File: config.mk
export PLATFORM = sky130hd
export DESIGN_NAME = bcc_prep
export DESIGN_NICKNAME = d
export VERILOG_FILES = /design/src/bcc_pkg.sv /design/src/bcc_prep.sv
export SDC_FILE = /design/constraint.sdc
export NUM_CORES = 1
export LEC_CHECK = 0
export BUFFER_PORTS_ARGS = -buffer_cell sky130_fd_sc_hd__buf_4
export CORE_UTILIZATION = 35
export DETAILED_ROUTE_END_ITERATION = 7
export GPL_TIMING_DRIVEN = 1
export PLACE_DENSITY = 0.62
export SYNTH_ARGS = -nofsm -noshare
export SYNTH_HDL_FRONTEND = slang
export SYNTH_SLANG_ARGS = --single-unit
File: constraint.sdc
create_clock -name clk_i -period 0.8 [get_ports clk_i]
set_input_delay 0.2 -clock clk_i [delete_from_list [all_inputs] [get_ports clk_i]]
set_output_delay 0.2 -clock clk_i [all_outputs]
set_load 0.01 [all_outputs]
File: src/bcc_pkg.sv
// Package with shape codes, test kinds and pipeline control types for the collision test.
`timescale 1ns / 1ps

package bcc_pkg;

  // Shape kind codes as they arrive on the shape ports; code 3 behaves as none.
  localparam logic [1:0] SHAPE_NONE   = 2'd0;
  localparam logic [1:0] SHAPE_BOX    = 2'd1;
  localparam logic [1:0] SHAPE_CIRCLE = 2'd2;

  // Kind of test that produced a result.
  typedef enum logic [1:0] {
    TEST_NONE          = 2'd0,
    TEST_BOX_BOX       = 2'd1,
    TEST_CIRCLE_CIRCLE = 2'd2,
    TEST_BOX_CIRCLE    = 2'd3
  } test_kind_e;

  // Control that travels with a transaction between pipeline stages.
  typedef struct packed {
    logic       valid;
    test_kind_e kind;
    logic       hit;
  } stage_ctrl_t;

endpackage

File: src/bcc_prep.sv
// First compute stage: shape decode, edge compares and circle centre offsets.
`timescale 1ns / 1ps

module bcc_prep import bcc_pkg::*; #(
  parameter int COORD_BITS = 16,
  parameter int SIZE_BITS  = 12,
  parameter int DIST_BITS  = ((COORD_BITS > SIZE_BITS) ? COORD_BITS : SIZE_BITS) + 1
) (
  input  logic                         clk_i,
  input  logic                         rst_ni,
  input  logic                         valid_i,
  input  logic signed [COORD_BITS-1:0] x_a_i,
  input  logic signed [COORD_BITS-1:0] y_a_i,
  input  logic        [SIZE_BITS-1:0]  width_a_i,
  input  logic        [SIZE_BITS-1:0]  height_a_i,
  input  logic        [1:0]            shape_a_i,
  input  logic signed [COORD_BITS-1:0] x_b_i,
  input  logic signed [COORD_BITS-1:0] y_b_i,
  input  logic        [SIZE_BITS-1:0]  width_b_i,
  input  logic        [SIZE_BITS-1:0]  height_b_i,
  input  logic        [1:0]            shape_b_i,
  output stage_ctrl_t                  ctrl_o,
  output logic        [DIST_BITS-1:0]  dx_o,
  output logic        [DIST_BITS-1:0]  dy_o,
  output logic        [SIZE_BITS-1:0]  sum_o
);

  // Working width: room for a coordinate plus a size with sign, without overflow.
  localparam int WB = DIST_BITS + 1;

  logic signed [WB-1:0] xa, ya, xb, yb;
  logic signed [WB-1:0] wa, ha, wb, hb;
  logic signed [WB-1:0] ra, rb;
  logic [SIZE_BITS-1:0] min_a, min_b;

  logic signed [WB-1:0] bx, by, bw, bh, cx, cy, cr;
  logic signed [WB-1:0] diff_x, diff_y;

  logic        hit_box_box, hit_box_circle;
  stage_ctrl_t ctrl_d, ctrl_q;
  logic [DIST_BITS-1:0] dx_d, dy_d, dx_q, dy_q;
  logic [SIZE_BITS-1:0] sum_d, sum_q;

  // Extend coordinates by sign and sizes by zero into the working width.
  assign xa = WB'(x_a_i);
  assign ya = WB'(y_a_i);
  assign xb = WB'(x_b_i);
  assign yb = WB'(y_b_i);
  assign wa = $signed({{(WB-SIZE_BITS){1'b0}}, width_a_i});
  assign ha = $signed({{(WB-SIZE_BITS){1'b0}}, height_a_i});
  assign wb = $signed({{(WB-SIZE_BITS){1'b0}}, width_b_i});
  assign hb = $signed({{(WB-SIZE_BITS){1'b0}}, height_b_i});

  // Radius is half the smaller side, rounded down.
  assign min_a = (width_a_i < height_a_i) ? width_a_i : height_a_i;
  assign min_b = (width_b_i < height_b_i) ? width_b_i : height_b_i;
  assign ra    = $signed({{(WB-SIZE_BITS+1){1'b0}}, min_a[SIZE_BITS-1:1]});
  assign rb    = $signed({{(WB-SIZE_BITS+1){1'b0}}, min_b[SIZE_BITS-1:1]});

  // Strict rectangle overlap of both boxes.
  assign hit_box_box = (xa < xb + wb) && (xb < xa + wa) &&
                       (ya < yb + hb) && (yb < ya + ha);

  // Pick which object is the box and which the circle for the mixed test.
  always_comb begin
    if (shape_a_i == SHAPE_BOX) begin
      bx = xa; by = ya; bw = wa; bh = ha;
      cx = xb; cy = yb; cr = rb;
    end else begin
      bx = xb; by = yb; bw = wb; bh = hb;
      cx = xa; cy = ya; cr = ra;
    end
  end

  // The circle's square bounds run from its left/top edge to that edge plus the diameter.
  assign hit_box_circle = (cx + (cr <<< 1) > bx) && (cx < bx + bw) &&
                          (cy + (cr <<< 1) > by) && (cy < by + bh);

  // Centre offsets between the two circles, taken as magnitudes.
  assign diff_x = (xb + rb) - (xa + ra);
  assign diff_y = (yb + rb) - (ya + ra);
  assign dx_d   = diff_x[WB-1] ? DIST_BITS'(-diff_x) : DIST_BITS'(diff_x);
  assign dy_d   = diff_y[WB-1] ? DIST_BITS'(-diff_y) : DIST_BITS'(diff_y);
  assign sum_d  = SIZE_BITS'(ra) + SIZE_BITS'(rb);

  // Decide the test kind; the circle pair finishes in the next stage.
  always_comb begin
    ctrl_d.valid = valid_i;
    ctrl_d.kind  = TEST_NONE;
    ctrl_d.hit   = 1'b0;
    priority if (shape_a_i == SHAPE_BOX && shape_b_i == SHAPE_BOX) begin
      ctrl_d.kind = TEST_BOX_BOX;
      ctrl_d.hit  = hit_box_box;
    end else if (shape_a_i == SHAPE_CIRCLE && shape_b_i == SHAPE_CIRCLE) begin
      ctrl_d.kind = TEST_CIRCLE_CIRCLE;
    end else if ((shape_a_i == SHAPE_BOX && shape_b_i == SHAPE_CIRCLE) ||
                 (shape_a_i == SHAPE_CIRCLE && shape_b_i == SHAPE_BOX)) begin
      ctrl_d.kind = TEST_BOX_CIRCLE;
      ctrl_d.hit  = hit_box_circle;
    end else begin
      ctrl_d.kind = TEST_NONE;
    end
  end

  // Stage register for control.
  always_ff @(posedge clk_i or negedge rst_ni) begin
    if (!rst_ni) begin
      ctrl_q <= '0;
    end else begin
      ctrl_q <= ctrl_d;
    end
  end

  // Stage register for the distance operands.
  always_ff @(posedge clk_i) begin
    dx_q  <= dx_d;
    dy_q  <= dy_d;
    sum_q <= sum_d;
  end

  assign ctrl_o = ctrl_q;
  assign dx_o   = dx_q;
  assign dy_o   = dy_q;
  assign sum_o  = sum_q;

endmodule

* Word level (Yosys, flattened, before mapping)
Index checks and enable logic that the tools add are counted.
** Storage, ports and cells
- Output and inout bits :: 50
- Register bits :: 50
- Input bits :: 119
- Logic and storage cells :: 64
** Cells by class
- $lt $le $gt $ge :: 10
- Reductions and logical operators :: 11
- Equal/unequal tests :: 4
- $add $sub $neg :: 17
- Mux-type cells :: 16
** Operator list (number)
- 18-bit adder :: 4
- 18-bit two-way mux :: 4
- 16-bit by 12-bit adder with 17-bit output :: 4
- 16-bit by 13-bit adder with 17-bit output :: 4
- 16-bit by 17-bit < comparator with 1-bit output :: 4
- 12-bit two-way mux :: 4
- 18-bit greater-than comparator :: 2
- 18-bit < comparator :: 2
- 17-bit by 17-bit subtractor with 18-bit output :: 2
- 17-bit two-way mux :: 2
- 17-bit negation :: 2
- 12-bit < comparator :: 2
- 11-bit by 11-bit adder with 12-bit output :: 1
- 11-bit two-way mux :: 1
- 1-bit logical AND :: 10
- 2-bit by 1-bit equality test with 1-bit output (second input constant) :: 2
- 2-bit equality test (second input constant) :: 2
- 2-bit two-way mux :: 2
- 3-bit two-way mux :: 1
- 1-bit two-way mux :: 2
- 1-bit logical OR :: 1

* Depth between registers and ports, before layout
Gate-level depths: netlist of run 1.
- Depth in word-level cells :: 11
- Gate-level depth with buffers :: 31
- Depth with buffers taken out :: 30

* Worst setup path before layout of run 1
Ideal clock, no wire load.
- Path type :: in2reg
- From :: in shape_a_i[0]
- To :: reg ctrl_q (netlist bit ctrl_o[0])
- Slack :: -5.076 ns
- Buffers on the path :: 6
- Required time :: 0.705 ns
- Library setup time :: 0.095 ns
- Data arrival time :: 5.781 ns
- Cell stages on the path :: 30
- Path through :: nor2b_1 clkbuf_1 buf_2 clkbuf_1 clkbuf_1 buf_1 buf_1 nand2_1 nand2_1 ha_1 a21o_1 a21oi_1 o21bai_1 a21oi_1 o21bai_1 a21oi_1 o21bai_1 a2111o_1 a31oi_1 nor2_1 or2_2 ha_1 inv_1 a2111oi_0 a21oi_1 nor3_1 o41ai_1 nor3_1 o211ai_1 o31ai_1
** RTL lines
- start, declared :: line bcc_prep.sv:16 : input logic [1:0] shape_a_i,
- end signal, assigned :: line bcc_prep.sv:110 : ctrl_q <= ctrl_d;
- end, declared :: line bcc_prep.sv:40 : stage_ctrl_t ctrl_d, ctrl_q;

* Final worst setup path of run 1
- From :: in height_a_i[4]
- To :: reg dx_q[12] (netlist: dx_o[12])
** On the way
- Cells in the longest elaborated chain, start to end :: 6
** RTL lines
- start, declared :: line bcc_prep.sv:15 : input logic [SIZE_BITS-1:0] height_a_i,
- 12-bit < comparator :: line bcc_prep.sv:55 : assign min_a = (width_a_i < height_a_i) ? width_a_i : height_a_i;
- 12-bit two-way mux * :: line bcc_prep.sv:55
- 16-bit by 12-bit adder with 17-bit output * :: line bcc_prep.sv:80 : assign diff_x = (xb + rb) - (xa + ra);
- 17-bit by 17-bit subtractor with 18-bit output * :: line bcc_prep.sv:80
- 17-bit negation :: line bcc_prep.sv:82 : assign dx_d = diff_x[WB-1] ? DIST_BITS'(-diff_x) : DIST_BITS'(diff_x);
- 17-bit two-way mux * :: line bcc_prep.sv:82
- via dx_d[12] :: line bcc_prep.sv:41 : logic [DIST_BITS-1:0] dx_d, dy_d, dx_q, dy_q;
- end signal, assigned :: line bcc_prep.sv:116 : dx_q <= dx_d;
- end, declared :: line bcc_prep.sv:41
The timed path passes the listed nets; every way through them passes the cells marked *.

==> run summary, run 1 <==
Num CTS Buffers: 5
Via count: 16,700
HP Start: shape_b_i[0]
Routed len/inst: 17.2 µm
Grt total ovfl: 0
Max Transition Viols Final: 0
Max_cap viols: 0
TNS Setup: -181,340 ps
Clock H-tree levels: 2
Initial antenna violation count: 1
Status: complete, but fails checks
First-pass DRT Iterations: 5
Hold Path Cell Cnt: 3
Final setup viols: 98
Antenna Nets Post-Route: 0
First-pass GRT wire length: 86,200 µm
Worst-path fanout max: 8
Max VDD drop: 0.00187 V
Worst setup EP type: flip-flop
Final Cell Area: 0.0236 mm²
Synth async-reset ratio: 8.00%
Ratio of cells with drive above 1 in the final layout: 41.6%
Slew Limit Headroom: 44.8%
EDFF count, synth: 0
Vias/cell: 5.10
Critical Path Slowest Stage Cell: fa_1
Synth Warn #: 0
Core area: 0.0407 mm²
Drc violations: 0
CTS tree: yes
P_leak: 12.1 nW
Yosys cell types: 73
CTS sink count: 50
Crit path from: height_a_i[4]
Bufs on Longest Clock Path: 2
Data required, critical path: 980 ps
Clock root buffer: clkbuf_16
Wirelength, routed: 56,300 µm
Hold Slack: 176 ps
Final min period: 5210 ps
Placed instance area: 0.0217 mm²
Final period util: 652%
Seq/Total Area, Yosys: 7.06%
Syn_nets: 2,380
GP Congestion: 1.00
Crit-path max cell delay: 530 ps
Total power: 53.8 mW
Synth-to-Final Area Change: 63.4%
Worst-Margin Slew: 821 ps
Via count of the first global-routing pass: 16,800
Pwr dens: 2280 mW/mm²
Largest net degree at the start of global routing: 49
Starting Density: 35.5%
Die area: 0.0421 mm²
Fin util: 58.0%
IO Pins: 169
Hold Vio Cnt, Final: 0
Die W: 205 µm
Drt first-iter violations: 866
Antenna Cells: 0
Failing checks: setup timing
RSZ-0062 raised after global routing: true
Die H: 205 µm
Hold Path Class: in2reg
Setup WS post-layout: -4410 ps
Yosys reg bits: 50
Post-Synthesis Cell Area: 0.0145 mm²
# port buffers: 168
Synth Flop Type: dfxtp_1
Num rows: 74
GRT Util Overall: 26.4%
Cells after Synth: 1,899
Final net count: 3,225
Clock Pin Slew Worst Setup and Hold Paths: 80 ps
Setup CP Type: in2reg
Avg Cell Area, Syn: 7.61 µm²
Fmax: 192 MHz
DPL Wire Length: 48,900 µm
Critical Path Source Type: primary input
Crit path arrival time: 5400 ps
flip-flops by register name, summed over array words and instances, names as in the netlist:
signal  count
ctrl_o      4
sum_o      12
dy_o       17
dx_o       17
worst max-delay path, delay by kind of cell:
| family | cells | cell delay, ps |
|---|---|---|
| compound gates | 12 | 2370 |
| fa+ha+maj | 4 | 1330 |
| buf+inv | 9 | 1020 |
| xor+xnor | 2 | 350 |
| simple gates | 2 | 100 |
path summary, 6_finish.rpt:
check,endpoint,slack [ps]
hold / removal,ctrl_o[2],180
min in group asynchronous,ctrl_o[3],220
setup / recovery,dx_o[12],-4410
max in group asynchronous,ctrl_o[0],480
where the power goes:
part | internal [mW] | switching [mW]
Combinational | 24.8 | 21.8
Clock | 1.48 | 1.05
Sequential | 4.14 | 0.549
Total | 30.4 | 23.4
what timing repair did:
action / CTS / global route
cloned: 1 / 1
hold buffers: 2 / 0
hold endpoints to repair: 5 / 0
buffers inserted: 29 / 22
endpoints found under the setup margin: 99 / 99
pin swaps: 61 / 71
gates resized for setup: 218 / 113
per-stage QoR:
stage	worst slack [ps]	cells
CTS	-4350	3258
floorplan	-4320	1899
detailed placement	-4850	3220
global placement	-4750	3220
finish	-4410	3277
global route	-4600	3277
placed cells by master, fill, tap and decap left out, drive strengths merged, types with 8 or more instances in the layout:
cell | Yosys | final
a21oi | 162 | 162
a21o | 71 | 71
nor2 | 133 | 133
o211ai | 14 | 14
xnor2 | 127 | 127
o21ai | 112 | 112
ha | 317 | 317
o21a | 24 | 24
o31ai | 13 | 13
mux2i | 15 | 15
nand2b | 20 | 20
nand2 | 161 | 161
or3 | 8 | 8
a21boi | 8 | 8
nand4 | 13 | 13
buf | 15 | 867
xor2 | 59 | 59
nor3 | 52 | 52
a31oi | 17 | 17
nor2b | 22 | 22
dfxtp | 46 | 46
fa | 45 | 45
a211oi | 23 | 23
nor4 | 8 | 8
a211o | 10 | 10
inv | 237 | 238
o21bai | 45 | 45
nand3 | 29 | 29
o2111ai | 10 | 10
Yosys cell counts (20+ instances only):
cell      number  area share (%)
a21o_1        71             3.7
a21oi_1      158             5.5
dfxtp_1       46             6.4
fa_1          45             6.2
ha_1         317              27
inv_1        237             6.2
nand2_1      161             4.2
nand2b_1      20            0.87
nand3_1       29             1.0
nor2_1       133             3.5
nor2b_1       22            0.95
nor3_1        52             1.8
o21a_1        24             1.2
o21ai_0      107             3.7
o21bai_1      44             2.3
xnor2_1      127             7.7
xor2_1        58             3.5
per-layer routing:
layer / GRT usage (%) / wire (µm)
met5: 0 / 0
met4: 6.59 / 1370
met3: 1.39 / 2210
met2: 47.2 / 27400
met1: 34.5 / 25400
layout make-up:
class	count	area, µm²
Fill cell	3640	17100
Clock inverter	3	43.8
Tap cell	532	666
Clock buffer	5	125
Inverter	237	937
Multi-Input combinational cell	1580	13700
Sequential cell	50	1070
Timing Repair Buffer	870	7100
cell families after synthesis:
group,Yosys count,share of synthesized area [%]
AO/OA/AOI/OAI,538,24.5
XOR/XNOR,186,11.3
adder cells (fa/ha/maj),364,33.8
buffers and inverters,269,7.13
flip-flops,50,7.06
multiplexers,17,1.19
AND/OR/NAND/NOR,475,15.0
Power figures use the tool's default switching activity.
==> run 2: changes to the inputs <==
--- a/config.mk
+++ b/config.mk
@@ -8,7 +8,7 @@
 export BUFFER_PORTS_ARGS = -buffer_cell sky130_fd_sc_hd__buf_4
 export CORE_UTILIZATION = 35
 export DETAILED_ROUTE_END_ITERATION = 7
-export GPL_TIMING_DRIVEN = 1
+export GPL_TIMING_DRIVEN = 0
 export PLACE_DENSITY = 0.62
 export SYNTH_ARGS = -nofsm -noshare
 export SYNTH_HDL_FRONTEND = slang
==> run 2 against run 1 <==
  * The run still ends with setup timing left
  * Sequential cell count stayed put
  * Via count fell by 10%
  * Worst setup slack got worse by 100 ps
  * Count of clock-buffer cells in the layout increased by 1
  * Critical endpoint is now dy_o[16]
  * Highest routed layer unchanged
==> run summary, run 2 (synthesis gave the netlist of run 1 again) <==
Status: complete, but fails checks
Failing checks: setup timing
Max Transition Viols Final: 0 (unchanged)
Most frequent cells in the layout: 278 x ha_1, 200 x inv_1, 195 x buf_4, 144 x nand2_1, 123 x nor2_1
Worst setup EP type: flip-flop
Die area: 0.0421 mm² (unchanged)
Hold Vio Cnt, Final: 0 (unchanged)
Commonest non-fill, non-tap cell in the layout: ha_1
Routed len/inst: 19.8 µm (+15%)
Clock H-tree levels: 2 (unchanged)
Antenna Cells: 0 (unchanged)
Starting Density: 35.5% (unchanged)
Grt total ovfl: 0 (unchanged)
Worst-Margin Slew: 868 ps (+46.7 ps)
Drc violations: 0 (unchanged)
Final min period: 5320 ps (+104 ps)
Clock Pin Slew Worst Setup and Hold Paths: 80 ps (about the same)
GRT Util Overall: 25.3% (-1.1 points)
Wl on met1: 23,600 µm (-6.8%)
Pwr dens: 2320 mW/mm² (+1.9%)
Max VDD drop: 0.00154 V (-17%)
Ratio of cells with drive above 1 in the final layout: 30.0% (-12 points)
DPL Wire Length: 44,900 µm (-8.2%)
Slew Limit Headroom: 41.7% (-3.1 points)
Synth-to-Final Area Change: 39.8%
# port buffers: 168 (unchanged)
Final period util: 665% (+13 points)
Worst-path fanout max: 7 (-1)
Antenna Nets Post-Route: 0 (unchanged)
P_leak: 9.55 nW (-21%)
Largest net degree at the start of global routing: 16 (-67%)
First-pass DRT Iterations: 5 (unchanged)
Met3 wire len: 2760 µm (+25%)
Drt first-iter violations: 827 (-4.5%)
Via count: 15,000 (-10%)
Fmax: 188 MHz (-2.0%)
Die H: 205 µm (unchanged)
Finished Layout Cells: 2,733 (-17%)
Final net count: 2,681 (-17%)
Num CTS Buffers: 5 (unchanged)
Core area: 0.0407 mm² (unchanged)
Critical Path Source Type: primary input
Dpl cells: 2,599 (-19%)
Total power: 46.9 mW (-13%)
Crit path arrival time: 5560 ps (+160 ps)
IO Pins: 169 (unchanged)
Bufs on Longest Clock Path: 2 (unchanged)
Filler cell count in the final layout: 3,874 (+6.4%)
Via count of the first global-routing pass: 14,900 (-11%)
Setup CP Type: in2reg
Hold Path Class: in2reg
Max_cap viols: 0 (unchanged)
Crit path from: height_a_i[11]
Num rows: 74 (unchanged)
CTS tree: yes
Top Metal Used: met4
Setup WS post-layout: -4520 ps (-104 ps)
Data required, critical path: 1040 ps (+60 ps)
Wirelength, routed: 54,100 µm (-3.9%)
Die W: 205 µm (unchanged)
Metal2 WL: 25,700 µm (-6.2%)
Vias/cell: 5.48 (+7.5%)
Final setup viols: 99 (+1.0%)
GP Congestion: 0.985 (-1.6%)
Fin util: 49.6% (-8.4 points)
CTS sink count: 50 (unchanged)
First-pass GRT wire length: 81,300 µm (-5.6%)
Clock root buffer: clkbuf_16
HP Start: shape_b_i[0]
Initial antenna violation count: 0 (-1)
RSZ-0062 raised after global routing: true
-- run 2: changes by cell type in the layout (fill, tap and decap cells not counted), moves of 7 or more --
cell / delta
ha_1: -11
a21oi_2: +10
inv_2: +9
clkbuf_16: +7
buf_12: +7
inv_1: -12
ha_4: +7
a21oi_1: -13
buf_4: -566
-- run 2: area by class of cell --
type,instances,area [µm²],share of cell area [%]
Clock inverter,2,13.8,0.0681
Multi-Input combinational cell,1580,14200,70.1
Inverter,237,965,4.78
Clock buffer,6,129,0.638
Sequential cell,50,1070,5.28
Tap cell,532,666,3.30
Buffer,31,444,2.20
Timing Repair Buffer,295,2770,13.7
-- run 2: what timing repair did --
action,4_1_cts,5_1_grt
hold endpoints to repair,5,0
buffers inserted,72,55
pin swaps,78,97
hold buffers,2,0
cloned,3,0
resized for setup,313,163
setup endpoints to repair,99,99
-- run 2: per-layer routing --
layer	global-route usage, %	vias up
met4	9.44	0
met2	43.9	418
li1	-	7267
met5	0	-
met1	32.7	7197
met3	1.98	95
-- run 2: final timing paths --
path	to	slack (ps)	cells after the start
hold / removal	ctrl_o[2]	210	3
max in group asynchronous	ctrl_o[2]	490	2
setup / recovery	dy_o[16]	-4520	28
min in group asynchronous	ctrl_o[0]	220	2
-- run 2: metrics by stage --
| step | TNS (ps) | setup slack, ps | area, µm² | hold slack, ps |
|---|---|---|---|---|
| final | -183410 | -4520 | 20200 | 215 |
| after global routing | -189880 | -4640 | 20200 | 230 |
| after CTS | -181340 | -4520 | 19100 | 194 |
| after detailed placement | -214980 | -5940 | 17000 | -1.81 |
| after global placement | -212610 | -5960 | 17000 | -4.32 |
| after floorplan | -164650 | -4320 | 15100 | -95.6 |
-- run 2: worst max-delay path: stages --
cell and delay (ps):
buf_12 100, inv_12 30, ha_4 250, and4_4 230
a21o_1 180, nor2_4 60, o21a_4 140, buf_12 150
clkbuf_16 150, nand2_4 60, o21ai_4 70, buf_12 130
buf_12 120, fa_1 490, fa_1 500, inv_2 40
ha_4 230, o21ai_2 110, o21bai_1 110, a31o_1 210
a41o_1 210, or4_4 530, o311ai_4 90, xor2_2 240
nand3_2 130, or3b_4 440, o31ai_4 200, xnor2_1 150
-- run 2: where the power goes --
group	switching, mW	internal, mW	leakage (nW)
logic	20.9	19.1	9.04
registers	0.548	4.10	0.441
clock network	0.967	1.16	0.0708
total	22.5	24.4	9.55
==> run 3: changes to the inputs <==
==> constraint.sdc (replaced) <==
create_clock -name clk_i -period 4.52 [get_ports clk_i]
set_input_delay 1.13 -clock clk_i [delete_from_list [all_inputs] [get_ports clk_i]]
set_output_delay 1.13 -clock clk_i [all_outputs]
set_load 0.01 [all_outputs]
==> run 3 against run 2 <==
  * Non-clock buffer count decreased by 31
  * Combinational power decreased by 83%
  * Critical endpoint is now dx_o[14]
  * Sequential cell count unchanged
  * Global-route usage about the same
  * The run ends with DRC, setup timing left
  * Critical path depth decreased by 3
  * Count of clock-buffer cells in the layout increased by 1
  * Sequential share of layout area decreased by 0.052 points
  * Via count decreased by 1.4%
==> run summary, run 3 (synthesis gave the netlist of run 1 again) <==
Status: complete, but fails checks
Failing checks: DRC, setup timing
Die W: 205 µm (unchanged)
Drc violations: 2 (+2)
GP Congestion: 0.955 (-3.0%)
Worst-Margin Slew: 1090 ps (+219 ps)
Setup WS post-layout: -1780 ps (+2740 ps)
Synth-to-Final Area Change: 35.0%
Critical Path Source Type: primary input
Data required, critical path: 4700 ps (+3660 ps)
Core area: 0.0407 mm² (unchanged)
Setup crit end: dx_o[14]
Hold Vio Cnt, Final: 0 (unchanged)
Final Cell Area: 0.0195 mm² (-3.4%)
Wirelength, routed: 54,000 µm (-0.18%)
Multi-input logic area: 0.0141 mm² (-0.40%)
Register area: 0.00102 mm² (-4.3%)
First-pass DRT Iterations: 7 (+2)
Num rows: 74 (unchanged)
Num CTS Buffers: 5 (unchanged)
Hold Path Class: in2async
First-pass GRT wire length: 80,400 µm (-1.2%)
Max VDD drop: 0.000266 V (-83%)
Most frequent cells in the layout: 285 x ha_1, 225 x buf_4, 207 x inv_1, 147 x nand2_1, 121 x a21oi_1
Worst-path fanout max: 6 (-1)
Max Transition Viols Final: 0 (unchanged)
RSZ-0062 raised after global routing: true
Grt total ovfl: 0 (unchanged)
Clock H-tree levels: 2 (unchanged)
CTS sink count: 50 (unchanged)
Drt first-iter violations: 883 (+6.8%)
Routed len/inst: 20.0 µm (+0.96%)
Antenna Nets Post-Route: 0 (unchanged)
Filler cell count in the final layout: 3,945 (+1.8%)
Final net count: 2,650 (-1.2%)
Final min period: 6300 ps
Initial antenna violation count: 0 (unchanged)
Clock Pin Slew Worst Setup and Hold Paths: 80 ps (about the same)
CTS Hold Buffers Added: 0 (-2)
Antenna Cells: 0 (unchanged)
Final setup viols: 37 (-63%)
Worst setup EP type: flip-flop
Pwr dens: 416 mW/mm² (-82%)
Setup CP Type: in2reg
CTS tree: yes
Largest net degree at the start of global routing: 20 (+4)
Crit path arrival time: 6480 ps (+920 ps)
IO Pins: 169 (unchanged)
Vias/cell: 5.46 (-0.30%)
Placed instance area: 0.0168 mm² (-1.2%)
Bufs on Longest Clock Path: 2 (unchanged)
Final period util: 139%
P_leak: 9.31 nW (-2.5%)
Fmax: 159 MHz
Max_cap viols: 0 (unchanged)
Slew Limit Headroom: 27.0% (-15 points)
Die H: 205 µm (unchanged)
Starting Density: 35.5% (unchanged)
# port buffers: 168 (unchanged)
GRT Util Overall: 25.3% (-0.049 points)
Fin util: 47.9% (-1.7 points)
Die area: 0.0421 mm² (unchanged)
Via count: 14,800 (-1.4%)
Crit path from: height_a_i[4]
Clock root buffer: clkbuf_16
Commonest non-fill, non-tap cell in the layout: ha_1
DPL Wire Length: 45,100 µm (+0.51%)
Via count of the first global-routing pass: 14,600 (-2.0%)
Ratio of cells with drive above 1 in the final layout: 26.7% (-3.3 points)
run 3: cell types whose count changed in the layout (fill, tap and decap cells not counted), moves of 5 or more:
cell	previous run	this run
buf_6	81	28
dfxtp_1	9	46
dfxtp_2	37	0
buf_4	195	225
ha_1	278	285
inv_1	200	207
clkbuf_16	13	7
ha_4	34	28
inv_2	24	19
nor2_1	123	118
run 3: repair_timing:
| item | in CTS | in global routing |
|---|---|---|
| endpoints found under the setup margin | 40 | 38 |
| setup buffers | 61 | 35 |
| pin swaps | 61 | 113 |
| gates cloned | 3 | 0 |
| resized for setup | 217 | 177 |
run 3: how the worst min path moves through the flow:
stage                      endpoint  depth (start not counted)
final                     ctrl_o[1]                          1
after global routing      ctrl_o[1]                          1
after CTS                 ctrl_o[1]                          1
after detailed placement  ctrl_o[1]                          1
after global placement    ctrl_o[3]                          1
after floorplan           ctrl_o[0]                          0
run 3: report_power, final:
part	internal, mW	switching, mW	total, mW
combinational	3.20	3.76	6.96
sequential	0.689	0.0586	0.748
clock	0.237	0.175	0.412
run 3: layout make-up:
| type | instances | area share (%) |
|---|---|---|
| Clock buffer | 7 | 0.782 |
| Clock inverter | 1 | 0.0449 |
| Multi-Input combinational cell | 1580 | 72.2 |
| Inverter | 237 | 4.83 |
| Sequential cell | 50 | 5.23 |
| Tap cell | 532 | 3.41 |
| Buffer | 31 | 1.85 |
| Timing Repair Buffer | 264 | 11.6 |
run 3: critical path: stages:
cell	delay, ps
buf_12	100
inv_8	30
ha_4	230
a21o_1	200
a221oi_4	290
o21a_1	210
buf_8	170
mux2i_4	340
buf_6	140
fa_2	480
fa_2	460
ha_4	190
fa_2	370
a21o_1	170
a21oi_2	210
o21bai_1	90
a21oi_1	160
xor2_1	270
nand2_1	120
nor3_2	250
nand3b_1	280
nor3b_2	290
buf_4	150
nor2_2	30
xnor2_1	110
run 3: metrics by stage:
| stage | std cells | hold slack, ps | TNS, ps | power, mW | setup slack, ps |
|---|---|---|---|---|---|
| after floorplan | 1899 | 834 | -42170 | 4.56 | -1530 |
| after global placement | 2599 | 926 | -87270 | 6.04 | -3450 |
| after detailed placement | 2599 | 928 | -91570 | 6.14 | -3620 |
| after CTS | 2670 | 584 | -52060 | 7.27 | -1820 |
| after global routing | 2702 | 586 | -58730 | 8.77 | -2000 |
| final | 2702 | 591 | -53120 | 8.12 | -1780 |
run 3: metal layers:
layer	part of all wire (%)	track usage (%)	routed length (µm)	up-vias
met1	45	32.6	24200	7061
li1	-	-	-	7202
met3	4.1	1.98	2220	86
met5	0	0	0	-
met4	4.1	9.58	2230	0
met2	47	43.7	25300	413
